File: src/rtl/rlee_pkg.sv
`timescale 1ns / 1ps
// Shared types and constants for the row-limited RLE encoder.
// Used by every module in rtl/; depends on nothing.
package rlee_pkg;

    localparam int TILE_W     = 8;
    localparam int LEN_W      = 11;
    localparam int POS_W      = 18;
    localparam int MAX_WIDTH  = 1024;
    localparam int QDEPTH     = 4;
    localparam int QPTR_W     = $clog2(QDEPTH);
    localparam int QCNT_W     = $clog2(QDEPTH + 1);
    localparam int M_TDATA_W  = 40;

    localparam logic [LEN_W-1:0] ROW_WIDTH_RESET = LEN_W'(64);
    localparam logic [LEN_W-1:0] WIDTH_CAP       = LEN_W'(MAX_WIDTH);

    typedef enum logic {
        KIND_PAIR = 1'b0,
        KIND_MARK = 1'b1
    } kind_t;

    // One accepted input item's worth of results, in compact form.
    typedef struct packed {
        logic              a_en;      // pair closed by a tile change
        logic [TILE_W-1:0] a_tile;
        logic [LEN_W-1:0]  a_len;
        logic [POS_W-1:0]  a_pos;
        logic              row_end;   // pair plus row mark
        logic              c_en;      // pair flushed by end of map
        logic [TILE_W-1:0] bc_tile;
        logic [LEN_W-1:0]  bc_len;
        logic [POS_W-1:0]  bc_pos;
    } cmd_t;

    typedef struct packed {
        kind_t             kind;
        logic [TILE_W-1:0] tile_code;
        logic [LEN_W-1:0]  run_length;
        logic [POS_W-1:0]  word_position;
        logic              last;
    } res_t;

endpackage

File: src/rtl/rlee_front.sv
`timescale 1ns / 1ps
// Front end: accepts tiles, tracks runs, columns and word count,
// and pushes a command per tile that closes anything. Uses rlee_pkg.
module rlee_front (
    input  logic                         aclk,
    input  logic                         aresetn,
    input  logic                         cfg_wr_en,
    input  logic [rlee_pkg::LEN_W-1:0]   cfg_wr_data,
    input  logic                         s_tvalid,
    output logic                         s_tready,
    input  logic [rlee_pkg::TILE_W-1:0]  s_tile,
    input  logic                         s_tlast,
    input  logic                         q_full,
    output logic                         q_wr,
    output rlee_pkg::cmd_t               q_wr_data
);

    logic [rlee_pkg::LEN_W-1:0]  row_width_reg;
    logic [rlee_pkg::TILE_W-1:0] cur_tile_reg;
    logic [rlee_pkg::LEN_W-1:0]  open_run_reg, open_run_next;
    logic [rlee_pkg::LEN_W-1:0]  column_reg, column_next;
    logic [rlee_pkg::POS_W-1:0]  word_count_reg, word_count_next;

    logic [rlee_pkg::LEN_W-1:0]  eff_w;
    logic [rlee_pkg::LEN_W-1:0]  run1, col1;
    logic [rlee_pkg::POS_W-1:0]  a_pos, wc1, bc_pos;
    logic                        a_en, row_end, c_en, accept;

    assign s_tready = !q_full;
    assign accept   = s_tvalid && s_tready;

    always_comb begin
        if (row_width_reg == '0) begin
            eff_w = rlee_pkg::LEN_W'(1);
        end else if (row_width_reg > rlee_pkg::WIDTH_CAP) begin
            eff_w = rlee_pkg::WIDTH_CAP;
        end else begin
            eff_w = row_width_reg;
        end

        a_en    = (open_run_reg != '0) && (s_tile != cur_tile_reg);
        run1    = (a_en ? '0 : open_run_reg) + rlee_pkg::LEN_W'(1);
        col1    = column_reg + rlee_pkg::LEN_W'(1);
        row_end = (col1 >= eff_w);
        c_en    = s_tlast && !row_end && (run1 != '0);

        a_pos   = word_count_reg + rlee_pkg::POS_W'(2);
        wc1     = a_en ? a_pos : word_count_reg;
        bc_pos  = wc1 + rlee_pkg::POS_W'(2);

        open_run_next   = (row_end || s_tlast) ? '0 : run1;
        column_next     = (row_end || s_tlast) ? '0 : col1;
        word_count_next = s_tlast ? '0 : (row_end ? bc_pos : wc1);

        q_wr_data.a_en    = a_en;
        q_wr_data.a_tile  = cur_tile_reg;
        q_wr_data.a_len   = open_run_reg;
        q_wr_data.a_pos   = a_pos;
        q_wr_data.row_end = row_end;
        q_wr_data.c_en    = c_en;
        q_wr_data.bc_tile = s_tile;
        q_wr_data.bc_len  = run1;
        q_wr_data.bc_pos  = bc_pos;

        q_wr = accept && (a_en || row_end || c_en);
    end

    always_ff @(posedge aclk) begin
        if (!aresetn) begin
            row_width_reg  <= rlee_pkg::ROW_WIDTH_RESET;
            cur_tile_reg   <= '0;
            open_run_reg   <= '0;
            column_reg     <= '0;
            word_count_reg <= '0;
        end else begin
            if (cfg_wr_en) begin
                row_width_reg <= cfg_wr_data;
            end
            if (accept) begin
                cur_tile_reg   <= s_tile;
                open_run_reg   <= open_run_next;
                column_reg     <= column_next;
                word_count_reg <= word_count_next;
            end
        end
    end

endmodule

File: src/rtl/rlee_queue.sv
`timescale 1ns / 1ps
// Small first-word-fall-through command queue between front and back end.
// Uses rlee_pkg for the entry type and depth.
module rlee_queue (
    input  logic           aclk,
    input  logic           aresetn,
    input  logic           wr,
    input  rlee_pkg::cmd_t wr_data,
    output logic           full,
    input  logic           rd,
    output rlee_pkg::cmd_t rd_data,
    output logic           empty
);

    rlee_pkg::cmd_t                mem [rlee_pkg::QDEPTH];
    logic [rlee_pkg::QPTR_W-1:0]   wr_ptr_reg, rd_ptr_reg;
    logic [rlee_pkg::QCNT_W-1:0]   count_reg, count_next;
    logic                          do_wr, do_rd;

    assign full    = (count_reg == rlee_pkg::QCNT_W'(rlee_pkg::QDEPTH));
    assign empty   = (count_reg == '0);
    assign do_wr   = wr && !full;
    assign do_rd   = rd && !empty;
    assign rd_data = mem[rd_ptr_reg];

    always_comb begin
        count_next = count_reg;
        if (do_wr && !do_rd) begin
            count_next = count_reg + rlee_pkg::QCNT_W'(1);
        end else if (do_rd && !do_wr) begin
            count_next = count_reg - rlee_pkg::QCNT_W'(1);
        end
    end

    always_ff @(posedge aclk) begin
        if (do_wr) begin
            mem[wr_ptr_reg] <= wr_data;
        end
    end

    always_ff @(posedge aclk) begin
        if (!aresetn) begin
            wr_ptr_reg <= '0;
            rd_ptr_reg <= '0;
            count_reg  <= '0;
        end else begin
            count_reg <= count_next;
            if (do_wr) begin
                wr_ptr_reg <= wr_ptr_reg + rlee_pkg::QPTR_W'(1);
            end
            if (do_rd) begin
                rd_ptr_reg <= rd_ptr_reg + rlee_pkg::QPTR_W'(1);
            end
        end
    end

endmodule

File: src/rtl/rlee_back.sv
`timescale 1ns / 1ps
// Back end: expands each queued command into one to three result
// transactions through a registered output stage. Uses rlee_pkg.
module rlee_back (
    input  logic           aclk,
    input  logic           aresetn,
    input  logic           q_empty,
    input  rlee_pkg::cmd_t q_rd_data,
    output logic           q_rd,
    output logic           m_tvalid,
    input  logic           m_tready,
    output rlee_pkg::res_t m_res
);

    logic           m_tvalid_reg;
    rlee_pkg::res_t res_reg, res_next;
    logic [1:0]     idx_reg, idx_next;
    logic [1:0]     n_res, k;
    logic           load;

    assign m_tvalid = m_tvalid_reg;
    assign m_res    = res_reg;

    always_comb begin
        n_res = {1'b0, q_rd_data.a_en}
              + (q_rd_data.row_end ? 2'd2 : {1'b0, q_rd_data.c_en});
        k     = idx_reg - {1'b0, q_rd_data.a_en};
        load  = !q_empty && (!m_tvalid_reg || m_tready);

        if (q_rd_data.a_en && idx_reg == 2'd0) begin
            res_next.kind          = rlee_pkg::KIND_PAIR;
            res_next.tile_code     = q_rd_data.a_tile;
            res_next.run_length    = q_rd_data.a_len;
        end else if (k == 2'd0) begin
            res_next.kind          = rlee_pkg::KIND_PAIR;
            res_next.tile_code     = q_rd_data.bc_tile;
            res_next.run_length    = q_rd_data.bc_len;
        end else begin
            res_next.kind          = rlee_pkg::KIND_MARK;
            res_next.tile_code     = '0;
            res_next.run_length    = '0;
        end
        res_next.word_position = (q_rd_data.a_en && idx_reg == 2'd0)
                               ? q_rd_data.a_pos : q_rd_data.bc_pos;
        res_next.last          = (idx_reg == n_res - 2'd1);

        q_rd     = load && res_next.last;
        idx_next = q_rd ? 2'd0 : (load ? idx_reg + 2'd1 : idx_reg);
    end

    always_ff @(posedge aclk) begin
        if (load) begin
            res_reg <= res_next;
        end
    end

    always_ff @(posedge aclk) begin
        if (!aresetn) begin
            m_tvalid_reg <= 1'b0;
            idx_reg      <= 2'd0;
        end else begin
            idx_reg <= idx_next;
            if (load) begin
                m_tvalid_reg <= 1'b1;
            end else if (m_tready) begin
                m_tvalid_reg <= 1'b0;
            end
        end
    end

endmodule

File: src/rtl/row_limited_rle_encoder_top.sv
`timescale 1ns / 1ps
// Top level of the row-limited RLE encoder: front end, command queue, back end.
// Depends on rlee_pkg, rlee_front, rlee_queue and rlee_back.

// Takes one tile per cycle while the queue is not full. Each tile yields zero
// to three results (run pairs and a row-end mark); the front end packs them into
// one command in a four-entry queue and the back end sends them one transaction
// per cycle while m_tready is high, from a registered output. Sustained input
// rate is one tile per cycle as long as results average at most one per tile;
// the output port emits at most one result per cycle. A tile's first result
// goes through a queue entry and the output register. row_width 0 acts as 1,
// values above 1024 act as 1024; write it only while the block is idle.
module row_limited_rle_encoder_top (
    input  logic                                aclk,
    input  logic                                aresetn,
    input  logic                                cfg_wr_en,
    input  logic [rlee_pkg::LEN_W-1:0]          cfg_wr_data,   // row_width
    input  logic                                s_tvalid,
    output logic                                s_tready,
    input  logic [rlee_pkg::TILE_W-1:0]         s_tdata,       // tile
    input  logic                                s_tlast,       // end_of_map
    output logic                                m_tvalid,
    input  logic                                m_tready,
    // tile_code[7:0], run_length[18:8], word_position[36:19], zero fill
    output logic [rlee_pkg::M_TDATA_W-1:0]      m_tdata,
    output logic                                m_tuser,       // kind
    output logic                                m_tlast        // last
);

    logic           q_wr, q_rd, q_full, q_empty;
    rlee_pkg::cmd_t q_wr_data, q_rd_data;
    rlee_pkg::res_t m_res;

    rlee_front u_front (
        .aclk        (aclk),
        .aresetn     (aresetn),
        .cfg_wr_en   (cfg_wr_en),
        .cfg_wr_data (cfg_wr_data),
        .s_tvalid    (s_tvalid),
        .s_tready    (s_tready),
        .s_tile      (s_tdata),
        .s_tlast     (s_tlast),
        .q_full      (q_full),
        .q_wr        (q_wr),
        .q_wr_data   (q_wr_data)
    );

    rlee_queue u_queue (
        .aclk    (aclk),
        .aresetn (aresetn),
        .wr      (q_wr),
        .wr_data (q_wr_data),
        .full    (q_full),
        .rd      (q_rd),
        .rd_data (q_rd_data),
        .empty   (q_empty)
    );

    rlee_back u_back (
        .aclk      (aclk),
        .aresetn   (aresetn),
        .q_empty   (q_empty),
        .q_rd_data (q_rd_data),
        .q_rd      (q_rd),
        .m_tvalid  (m_tvalid),
        .m_tready  (m_tready),
        .m_res     (m_res)
    );

    assign m_tdata = {3'b000, m_res.word_position, m_res.run_length, m_res.tile_code};
    assign m_tuser = m_res.kind;
    assign m_tlast = m_res.last;

endmodule
File: config.mk
export PLATFORM = sky130hd
export DESIGN_NAME = row_limited_rle_encoder_top
export DESIGN_NICKNAME = d
export VERILOG_FILES = /design/src/rtl/rlee_pkg.sv /design/src/rtl/rlee_front.sv /design/src/rtl/rlee_queue.sv /design/src/rtl/rlee_back.sv /design/src/rtl/row_limited_rle_encoder_top.sv
export SDC_FILE = /design/constraint.sdc
export NUM_CORES = 1
export LEC_CHECK = 0
export ABC_AREA = 1
export ABC_CLOCK_PERIOD_IN_PS = 7700
export BUFFER_PORTS_ARGS = -buffer_cell sky130_fd_sc_hd__buf_2
export CAP_MARGIN = 10
export CORE_MARGIN = 5
export CORE_UTILIZATION = 62
export CTS_CLUSTER_SIZE = 12
export DETAILED_ROUTE_END_ITERATION = 16
export PLACE_DENSITY = 0.8
export SLEW_MARGIN = 20
export SYNTH_ARGS = -nofsm -noshare
export SYNTH_HDL_FRONTEND = slang
export SYNTH_SLANG_ARGS = --single-unit
File: constraint.sdc
create_clock -name aclk -period 7.7 [get_ports aclk]
set_clock_uncertainty 0.05 [all_clocks]
set_input_delay 1.54 -clock aclk [delete_from_list [all_inputs] [get_ports aclk]]
set_output_delay 1.54 -clock aclk [all_outputs]
set_load 0.05 [all_outputs]
* Word level (Yosys, flattened, before mapping)
Memories as Yosys holds them, arrays and structs flattened. A register that Yosys moved wholly into a read port is not among the register bits. Index checks and enable logic that the tools add are counted.
Operators by class: add/sub/neg operators 12, magnitude comparators 2, eq/ne operators 3, multiplexer cells 20, bitwise operators 1, reduce and logical (&&, ||, !) cells 31
Operators with widths (number):
- $mux W18 | 4
- $mux W11 | 5
- $add A18 B2 Y18 const B | 2
- $add A11 B1 Y11 const B | 2
- $reduce_bool A11 Y1 | 2
- $mux W20 | 1
- $mux W19 | 1
- $logic_and A1 B1 Y1 | 12
- $ge A11 B11 Y1 | 1
- $gt A11 B11 Y1 const B | 1
- $logic_not A11 Y1 | 1
- $ne A8 B8 Y1 | 1
- $add A2 B1 Y2 const B | 3
- $logic_not A1 Y1 | 6
- $mux W2 | 3
- $mux W3 | 2
- $logic_not A2 Y1 | 2
- $logic_or A1 B1 Y1 | 4
- $mux W1 | 4
- $reduce_bool A2 Y1 | 2
- $add A3 B1 Y3 const B | 1
- $eq A3 B3 Y1 const B | 1
- $logic_not A3 Y1 | 1
- $sub A3 B1 Y3 const B | 1
- other kinds (6) | 6
Word-level totals: flip-flop bits (word level) 108, bits in writable memories 308, input port bits 25, output and inout port bits 44, word-level logic and storage cells 85, memories kept 1
Memories:
- u_queue.mem | depth 4, bits a word 77, rd ports 1, clocked after Yosys merged registers in 1, wr ports 1, RTL line rlee_queue.sv:15 | rlee_pkg::cmd_t mem [rlee_pkg::QDEPTH];

* Longest topological paths before layout
depth in word-level cells 14, mapped depth 32, mapped depth without buffers 30

* By module
Synthesis repeated with hierarchy kept, for this count alone.
Unflattened totals: cells, all modules 1713, area total of the unflattened synthesis 18614.1 um2
By module, submodules not included:
- rlee_queue | times used 1, cells each 814, area each 11903.9 um2, seq. area each 9429.0 um2
- rlee_front | times used 1, cells each 728, area each 4647.0 um2, seq. area each 1161.1 um2
- rlee_back | times used 1, cells each 167, area each 2037.0 um2, seq. area each 1231.2 um2
- row_limited_rle_encoder_top | times used 1, cells each 4, area each 26.3 um2, seq. area each 0.0 um2

* Worst setup path after synthesis
Ideal clock, no wire load.
path type in2reg, start input s_tdata[5] in the netlist's numbering, end memory u_queue.mem[0][10] in the netlist's numbering, enable pin, library setup time 0.509 ns, data arrival time 6.680 ns, required time 7.141 ns, slack 0.461 ns, cell stages on the path 22, buffers on the path 2, path through inv_1 nand2_1 nand2_1 nand2_1 nor2_1 nand2_1 nand2_4 clkinv_2 buf_6 buf_2 nor2_1 ha_1 nand4_1 o21ai_0 nand2_1 nand3_1 nor2_1 nand2_1 nand2_1 nand2_2 nand2_1 nor2_1
RTL lines:
- start: declaration | RTL line row_limited_rle_encoder_top.sv:20 | input logic [rlee_pkg::TILE_W-1:0] s_tdata,
- end: declaration | RTL line rlee_queue.sv:15

* Worst setup path after layout
start input s_tdata[3] in the netlist's numbering, end memory u_queue.mem[0][2] in the netlist's numbering, enable pin
On the way: cells in the longest elaborated chain, start to end 11, elaborated cells between the ends (all ways) 12
Ends and longest elaborated chain:
- $ne A8 B8 Y1 (*) | RTL line rlee_front.sv:41 | a_en = (open_run_reg != '0) && (s_tile != cur_tile_reg);
- $logic_and A1 B1 Y1 (*) | RTL line rlee_front.sv:41
- $mux W11 | RTL line rlee_front.sv:42 | run1 = (a_en ? '0 : open_run_reg) + rlee_pkg::LEN_W'(1);
- $add A11 B1 Y11 | RTL line rlee_front.sv:42
- $reduce_bool A11 Y1 | RTL line rlee_front.sv:45 | c_en = s_tlast && !row_end && (run1 != '0);
- $logic_and A1 B1 Y1 | RTL line rlee_front.sv:45
- $logic_or A1 B1 Y1 (*) | RTL line rlee_front.sv:65 | q_wr = accept && (a_en || row_end || c_en);
- $logic_and A1 B1 Y1 (*) | RTL line rlee_front.sv:65
- $logic_and A1 B1 Y1 (*) | RTL line rlee_queue.sv:22 | assign do_wr = wr && !full;
- $mux W1 (*) | RTL line rlee_queue.sv:36 | if (do_wr) begin
- $mux W1 (implied by the code) (*) | RTL line rlee_queue.sv:37 | mem[wr_ptr_reg] <= wr_data;
Mark *: on every way between the ends. The rest lies on a longest branch, timed or not.

==> key figures <==
Critical path
  – Startpoint Class: input port
  – CP Max Fanout: 55
  – Worst Setup Path Type: in2reg
  – Worst EP required: 7830 ps
  – Reg2reg setup slack: 2420 ps
  – Critical path arrival: 6110 ps
  – Setup crit end kind: register

Final layout
  – Most frequent cells in the layout: 339 x edfxtp_1, 273 x nor2_1, 248 x nand2_1
  – Max reg flops: 300
  – Antenna cells: 0
  – Area delta synth->final: 11.4%
  – Final nets: 1,757
  – Non-Filler Instances: 2,121
  – Most common cell after layout, fill and taps aside: edfxtp_1
  – Share of layout cells above drive strength 1: 11.4%

STA
  – Setup Total Neg Slack: 0 ps
  – Final period utilization: 77.7%
  – Tightest Pin Transition: 954 ps
  – Hold violation count in the final report: 0
  – Final min period: 5980 ps
  – Final Max Tran Viols: 0
  – F_max: 0.167 GHz
  – Slew HR: 36.4%
  – Final setup vio count: 0
  – RSZ-0062 raised after global routing: false

Logic synthesis
  – Mapped cell area: 0.0176 mm2
  – Post-synth EDFFs: 339
  – Post-synthesis mux area share: 0%
  – FFs w/ async S/R, synth: 0%
  – Largest family of logic cells by synthesized area: simple AND/OR/NAND/NOR gates
  – Simple-Gate Fraction of Synth Area: 14.0%
  – Xor/xnor share of the synthesized area: 1.79%
  – Synth Area in Compound Gates: 11.8%
  – Sequential fraction of the synthesis area: 65.8%
  – Cells after Synth: 1,663
  – Adder-Cell Fraction of Synth Area: 1.68%
  – Synth warn: 0
  – FF+latch count, synth: 409
  – Syn Area/Cell: 10.6 um2
  – Yosys cell types: 49
  – Ys flop type: edfxtp_1

Route
  – Residual DRC count: 0
  – Vias per cell: 5.90
  – WL/cell: 18.7 um
  – DR pass1 iterations: 5
  – Routed Antenna Nets: 0
  – Final WL: 39,700 um
  – Via count: 12,500
  – DRT iter0 DRCs: 1,302

GRT
  – Initial antenna violation count: 1
  – Vias in the first global route: 12,400
  – Largest net degree at the start of global routing: 93
  – First-pass GRT wire length: 63,500 um
  – Overall Global Routing Usage: 25.3%
  – GR Overflow Total: 0

Hold path
  – Hold Crit Class: reg2reg

Place
  – HPWL Detailed: 22,700 um
  – Gpl congestion: 0.885
  – Count of input and output buffers: 65
  – Cells after DPL: 2,043

Job
  – MaxCap Viol Count: 0

Clock tree
  – Post-CTS Resized: 0
  – Skew-Pair Late Insertion Delay: 530 ps
  – CTS Hold Bufs: 0
  – Clock sinks: 409
  – CTS tree: done
  – Clock Pin Slew Worst Setup and Hold Paths: 50 ps
  – Root buffer cell: clkbuf_16
  – Total CTS buffers: 42
  – Deepest clock path buffer count: 3
  – CTS H-Tree Depth: 2
  – # Post-CTS Setup Buffers: 0

Floorplanning
  – Initial Util: 63.0%
  – Core area: 0.0279 mm2
  – Die Ht: 179 um
  – Row cnt: 61
  – Total I/O pin count: 69
  – Die width: 179 um
  – Die outline area: 0.0319 mm2

Outcome
  – Status: finished clean

Power and ir drop
  – Power per standard cell area: 326 mW/mm2
  – Static Leak: 0.00724 uW
  – Peak supply drop: 0.310 mV
-- Yosys cell counts, types with 3 or more instances --
cell | n | area (um2)
o21ai_1 | 8 | 40.0
o21ai_2 | 9 | 78.8
edfxtp_1 | 339 | 10200
nor3_1 | 4 | 20.0
a22oi_1 | 10 | 75.1
nand3_1 | 41 | 205
nand4_1 | 14 | 87.6
a31oi_1 | 21 | 131
buf_1 | 4 | 15.0
buf_4 | 4 | 30.0
xor2_1 | 21 | 184
ha_1 | 22 | 275
nand2_2 | 5 | 31.3
nor2_2 | 6 | 37.5
a21oi_1 | 61 | 305
xnor2_1 | 10 | 87.6
nand2_1 | 249 | 935
dfxtp_1 | 70 | 1400
nor2_1 | 277 | 1040
buf_2 | 3 | 15.0
buf_6 | 3 | 33.8
inv_2 | 18 | 67.6
nor4_1 | 3 | 18.8
o21a_1 | 3 | 22.5
clkbuf_1 | 69 | 259
o21ai_0 | 197 | 986
inv_1 | 107 | 402
o22ai_1 | 58 | 363
-- worst max-delay path, cell delays in order --
cell and delay (ps):
buf_2 130, xnor2_1 160, nand2_1 90, nor2_1 140, nand2_1 140, nand2_4 400
clkinv_2 450, nor2_1 350, ha_1 320, nand4_1 210, o21ai_0 220, nand2_1 120
nand3_1 100, nor2_1 60, nand2_1 70, nand2_1 70, nand2_2 110, nand2_1 270
nor2_4 670, buf_12 400
-- metrics by stage --
step / instance area, um2 / power [uW] / hold slack (ps) / utilization, % / setup slack [ps]
2_1_floorplan: 17600 / 4000 / 401 / - / 461
3_3_place_gp: 18200 / 4390 / 412 / 65.3 / 1530
3_5_place_dp: 18200 / 4440 / 429 / 65.3 / 1280
4_1_cts: 19600 / 6420 / 438 / 70.2 / 1800
5_1_grt: 19600 / 6680 / 463 / 70.2 / 1310
6_report: 19600 / 6400 / 434 / 70.2 / 1720
-- routing by layer --
layer  global-route usage [%]  vias to the layer above  share of wire [%]  routed length, um
li1                         -                     5850                  -                  -
met1                     33.5                     6003                 40              16000
met2                     43.5                      548                 50              19700
met3                     3.90                      101                7.7               3040
met4                     7.58                        2                2.4                933
met5                        0                        -              0.033                 13
-- final cells by class --
| type | count | area, um2 |
|---|---|---|
| multi-input cells | 1044 | 5230 |
| clock buffers | 74 | 1290 |
| well taps | 378 | 473 |
| fillers | 1943 | 8320 |
| inverters | 129 | 489 |
| repair buffers | 83 | 473 |
| flip-flops and latches | 409 | 11600 |
| clock inverters | 4 | 72.6 |
-- power breakdown --
group	leakage, uW	switching (uW)	internal [uW]	total, uW
Sequential	0.00373	105	2750	2860
Combinational	0.00286	1200	347	1550
Clock	0.000657	793	1200	2000
-- cell families (layout without fill, tap and decap cells) --
logic type               count (synthesis)  count (layout)
other                                    1               4
flip-flops                             409             409
AO/OA/AOI/OAI                          376             376
AND/OR/NAND/NOR                        608             608
buffers and inverters                  213             290
adder cells (fa/ha/maj)                 23              23
XOR/XNOR                                33              33
-- final timing paths --
check | startpoint | endpoint | cells past startpoint
worst max register to register | u_front.cur_tile_reg[7] | u_queue.mem[0][2] | 19
worst min register to register | u_front.column_reg[10] | u_front.column_reg[10] | 2
worst min-delay path | u_front.column_reg[10] | u_front.column_reg[10] | 2
worst max-delay path | s_tdata[3] | u_queue.mem[0][2] | 20
No activity file was read; power rests on OpenSTA's default activity.
